### config.mk
export PLATFORM = sky130hd
export DESIGN_NAME = srtl_cell
export DESIGN_NICKNAME = d
export VERILOG_FILES = /design/src/hw/rtl/srtl_pkg.sv /design/src/hw/rtl/srtl_cell.sv
export SDC_FILE = /design/constraint.sdc
export NUM_CORES = 1
export LEC_CHECK = 0
export ABC_AREA = 1
export CAP_MARGIN = 20
export CORE_AREA = 2 2 190 192
export DETAILED_ROUTE_END_ITERATION = 8
export DIE_AREA = 0 0 192 194
export DONT_BUFFER_PORTS = 1
export GPL_ROUTABILITY_DRIVEN = 0
export SLEW_MARGIN = 10
export SYNTH_ARGS = -nofsm -noshare
export SYNTH_HDL_FRONTEND = slang
export SYNTH_SLANG_ARGS = --single-unit
### constraint.sdc
create_clock -name clk_i -period 19.6 [get_ports clk_i]
set_input_delay 1.96 -clock clk_i [delete_from_list [all_inputs] [get_ports clk_i]]
set_output_delay 1.96 -clock clk_i [all_outputs]
set_load 0.01 [all_outputs]
### src/hw/rtl/srtl_pkg.sv
// ----------------------------------------------------------------------------
// srtl_pkg: shared types of the sorted region table lookup unit
// Field widths, operation and status codes, and the structs passed between
// the top level and the row of table cells.
// ----------------------------------------------------------------------------
package srtl_pkg;

  localparam int unsigned MaxRegionsDef = 16;
  localparam int unsigned AddrW         = 64;
  localparam int unsigned FlagsW        = 8;
  localparam int unsigned OpW           = 2;
  localparam int unsigned StatusW       = 2;

  // base, limit, flags, lookup address
  localparam int unsigned InDataW = 3 * AddrW + FlagsW;

  // status, found, found base, found limit, found flags, from last hit
  localparam int unsigned OutFixedW = StatusW + 1 + 2 * AddrW + FlagsW + 1;

  typedef enum logic [OpW-1:0] {
    OP_INSERT = 2'd0,
    OP_LOOKUP = 2'd1,
    OP_CLEAR  = 2'd2
  } op_e;

  typedef enum logic [StatusW-1:0] {
    ST_OK      = 2'd0,
    ST_EMPTY   = 2'd1,
    ST_OVERLAP = 2'd2,
    ST_FULL    = 2'd3
  } status_e;

  typedef struct packed {
    logic [AddrW-1:0]  base;
    logic [AddrW-1:0]  limit;
    logic [FlagsW-1:0] flags;
  } entry_t;

  // Per-cycle command broadcast to every cell
  typedef struct packed {
    logic              insert;   // committed insert (status ok)
    logic              lookup;   // committed lookup that hit
    logic              clear;
    logic [AddrW-1:0]  base;
    logic [AddrW-1:0]  limit;
    logic [FlagsW-1:0] flags;
    logic [AddrW-1:0]  addr;
  } cmd_t;

  // What one cell hands to the cell above it
  typedef struct packed {
    entry_t entry;
    logic   le;      // holds an entry whose base is not above the insert base
    logic   valid;
    logic   lh;      // this entry is the last hit
  } link_t;

  typedef struct packed {
    logic hit;       // entry contains the lookup address
    logic ovl;       // insert range collides with this entry
  } cell_stat_t;

endpackage

### src/hw/rtl/srtl_cell.sv
// ----------------------------------------------------------------------------
// srtl_cell: one slot of the sorted region table
// Holds one region and its last-hit mark, compares it against the command,
// and on insert either keeps, takes the new region, or takes its neighbor's.
// ----------------------------------------------------------------------------
module srtl_cell (
  input  logic                clk_i,
  input  logic                rst_ni,
  input  srtl_pkg::cmd_t      cmd_i,
  input  logic                valid_i,
  input  srtl_pkg::link_t     prev_i,
  output srtl_pkg::link_t     next_o,
  output srtl_pkg::cell_stat_t stat_o
);

  srtl_pkg::entry_t entry_q;
  logic             lh_q;
  logic             le;
  logic             take_new;
  logic             take_prev;

  assign le = valid_i && (entry_q.base <= cmd_i.base);

  // The new region lands right above the last entry not above its base;
  // everything above that slot moves up by one.
  assign take_new  = prev_i.le && !le;
  assign take_prev = !prev_i.le && prev_i.valid;

  assign stat_o.hit = valid_i && (entry_q.base <= cmd_i.addr) && (cmd_i.addr < entry_q.limit);
  assign stat_o.ovl = valid_i &&
                      ((le && (entry_q.limit > cmd_i.base)) ||
                       (!le && (cmd_i.limit > entry_q.base)));

  assign next_o.entry = entry_q;
  assign next_o.le    = le;
  assign next_o.valid = valid_i;
  assign next_o.lh    = lh_q;

  always_ff @(posedge clk_i) begin
    if (cmd_i.insert) begin
      if (take_new) begin
        entry_q.base  <= cmd_i.base;
        entry_q.limit <= cmd_i.limit;
        entry_q.flags <= cmd_i.flags;
      end else if (take_prev) begin
        entry_q <= prev_i.entry;
      end
    end
  end

  always_ff @(posedge clk_i or negedge rst_ni) begin
    if (!rst_ni) begin
      lh_q <= 1'b0;
    end else if (cmd_i.clear) begin
      lh_q <= 1'b0;
    end else if (cmd_i.lookup) begin
      lh_q <= stat_o.hit;
    end else if (cmd_i.insert) begin
      if (take_new) begin
        lh_q <= 1'b0;
      end else if (take_prev) begin
        lh_q <= prev_i.lh;
      end
    end
  end

endmodule

==> key figures <==
Clock tree
  – Post-CTS Resized: 0
  – CTS Buf Count: 17
  – CTS max path bufs: 2
  – Post-CTS Setup Bufs: 0
  – H-tree lvl count: 4
  – CTS Sinks: ~140
  – CTS root buf: clkbuf_16
  – TritonCTS clock tree: built
  – Cts hold-fix bufs: 0
  – Worst-path clk slew: 0.06 ns
  – Clk_lat worst skew: 0.45 ns

Logic synthesis
  – Yosys warns: 0
  – #FFs+latches synth: 137
  – Post-Syn Instances: 1,766
  – Number of library cell types mapped by synthesis: 35
  – Syn_area_per_cell: 7.85 um^2
  – Post-synthesis cell area: 13,900 um^2
  – Synth Net Count: 2,430
  – Sequential share of the synthesized area: between 20 and 30%

STA
  – Fin crit period: 6.07 ns
  – Final Hold Fails: 0
  – Slew Limit Fails: 0
  – Setup violators final: 0
  – Sum Neg Setup Slack: 0 ns
  – Worst slew margin: 31.5%
  – Min Hold Slack: 0.632 ns
  – RSZ-0062 raised after global routing: no
  – Worst-margin pin slew: 1.03 ns
  – Fmax: between 150 and 200 MHz
  – Clock skew: 0.0100 ns
  – Tcrit/Tclk final: 31.0%

Setup path
  – CP Class: primary input to output port
  – Crit path max-delay cell type: a21oi_1
  – CP endpoint kind: output port
  – Worst r2r src: next_o[138]
  – Reg2reg setup slack: around 15 ns
  – Number of buffers and inverters on the critical path: 2
  – Reg-to-Reg End: next_o[84]
  – Crit Path Max Fanout: 3
  – Worst path cell trace: inv_1, ha_1, a21oi_1, o21a_1, nand2_1, nand2_1, nand2_1, a21oi_1, nand2_1, nand2_1, nand2_2, inv_1, nand3_1, nand2_1
  – Crit path launch type: primary input
  – Worst EP arrival: roughly 4.1 ns
  – Top delay family on crit path: simple AND/OR/NAND/NOR gates
  – Critical Path RT: 17.64 ns
  – Largest stage delay, worst path: 0.32 ns
  – Cell repeated most along the worst path: nand2_1
  – Worst r2r path cells: 10

Global routing
  – GRT Residual Overflow: 0
  – First-pass GRT wire length: 69,700 um
  – Largest net degree at the start of global routing: 110
  – Total GRT Usage: 25.1%
  – Number of global-route vias before repair: 12.1k
  – Initial antenna violation count: 1

Placed design
  – Placed insts: about 2.2k
  – HPWL Detailed: roughly 39,000 um
  – Port-buffer cells: 0

Finish
  – Post-Route Utilization: a little over two fifths
  – Share of layout cells above drive strength 1: 1.98%
  – Final #Nets: 2,421
  – Fin cells: around 2.2k
  – P&R area growth vs syn: 6.11%

Routing
  – Vias: between 10k and 15k
  – DR iter-0 viols: 507
  – Routed length per instance: 21.0 um
  – Drt drc: 0
  – Post-route antenna net violation count: 0
  – Final WL: 47,000 um
  – Pre-antenna DRT Iters: 5
  – Via density: 5.32

Die
  – Core area: 35,200 um^2
  – Num rows: between 60 and 70
  – Die Width: between 150 and 200 um
  – Starting density of the core: between 30% and 40%
  – Die H: 194 um
  – I/O Pins: a little under 500
  – Die area: 37,200 um^2

Run status
  – Run status: finished clean

Run
  – Max-cap viol count: 0

Min path
  – Worst hold path class: register to register
  – Hold Crit Endpoint: lh_q
  – Worst hold path stage count: 2
  – Hold wc startpoint: lh_q

Power and ir drop
  – Total power: approximately 0.93 mW
  – Worst VDD drop: 0.0618 mV
  – Leakage Power: 7.67 nW
  – Power density cells: 63.5 nW/um^2
## tightest hold or removal path, stage by stage, from the launching register on
cell	delay, ns
dfrtp_1	0.46
nand2_1	0.08
o21ai_1	0.06
## report_power, final
group	switching, mW	leakage, nW	total, mW	internal (mW)
clock	0.136	0.248	0.307	0.172
sequential	0.0397	1.30	0.394	0.354
combinational	0.146	6.12	0.233	0.0869
## per-layer routing
metal	up-vias	share of wire [%]	global-route usage, %
met5	-	0	0
met1	5441	38	28.2
met2	465	49	43.8
li1	5895	-	-
met3	77	9.5	8.11
met4	0	3.3	9.33
## cell families (layout without fill, tap and decap cells)
group	count (synthesis)	count (layout)	share of synthesized area (%)
simple gates	667	667	19.4
buf+inv	343	346	10.6
fa+ha+maj	319	319	28.8
compound gates	300	300	11.6
flops	137	137	29.6
other cells	0	1	0
## synth_stat cells, drive strengths merged
cell	instances	area (um^2)
edfxtp	136	4080
nor2	66	248
and2	1	6.26
o211ai	4	30.0
a221o	1	10.0
a21oi	157	786
buf	31	299
nand2	511	1930
a21o	2	15.0
o21a	14	105
o21ai	106	531
and3	3	18.8
a211oi	3	22.5
or2	1	6.26
clkbuf	1	3.75
nor4	4	25.0
inv	311	1170
o221ai	5	43.8
ha	319	3990
nor3	18	90.1
dfrtp	1	25.0
a31oi	3	18.8
nand4	30	188
nor3b	3	27.5
o21bai	2	15.0
o2111ai	3	26.3
nand3	29	145
nand3b	1	7.51
## through the flow
step	cell area [um^2]	setup WS, ns
final	14700	13.53
after detailed placement	14200	13.44
after global routing	14700	13.31
after global placement	14200	13.43
after CTS	14700	13.44
after floorplan	13900	8.99
## registers in the layout (all words and copies together), names as in the netlist
name    flops
next_o    136
lh_q        1
## area by class of cell
cell class                      count  area [um^2]
Fill cell                        3581        20500
Multi-Input combinational cell   1286         8300
Sequential cell                   137         4110
Inverter                          311         1170
Tap cell                          461          577
Clock buffer                       21          440
Clock inverter                     10         80.1
Timing Repair Buffer                4         30.0
Antenna cell                        1         2.50
## cell usage in the layout, fill, tap and decap left out, types with 4 or more instances in the layout
master,count
nand2_1,509
ha_1,319
inv_1,310
a21oi_1,156
edfxtp_1,136
o21ai_0,95
nor2_1,66
nand4_1,30
nand3_1,29
nor3_1,18
clkbuf_16,17
o21a_1,14
o21ai_1,11
o221ai_1,5
nor4_1,4
o211ai_1,4
clkbuf_1,4
clkinv_2,4
buf_4,4
## worst max path at each step
stage	endpoint	start	slack [ns]	cells past startpoint
global placement	stat_o[0]	cmd_i[173]	13.43	14
detailed placement	stat_o[0]	cmd_i[199]	13.44	11
CTS	stat_o[0]	cmd_i[199]	13.44	11
finish	stat_o[0]	cmd_i[173]	13.53	14
global route	stat_o[0]	cmd_i[171]	13.31	15
floorplan	next_o[100]	cmd_i[179]	8.99	16
No activity file was read; power rests on OpenSTA's default activity.
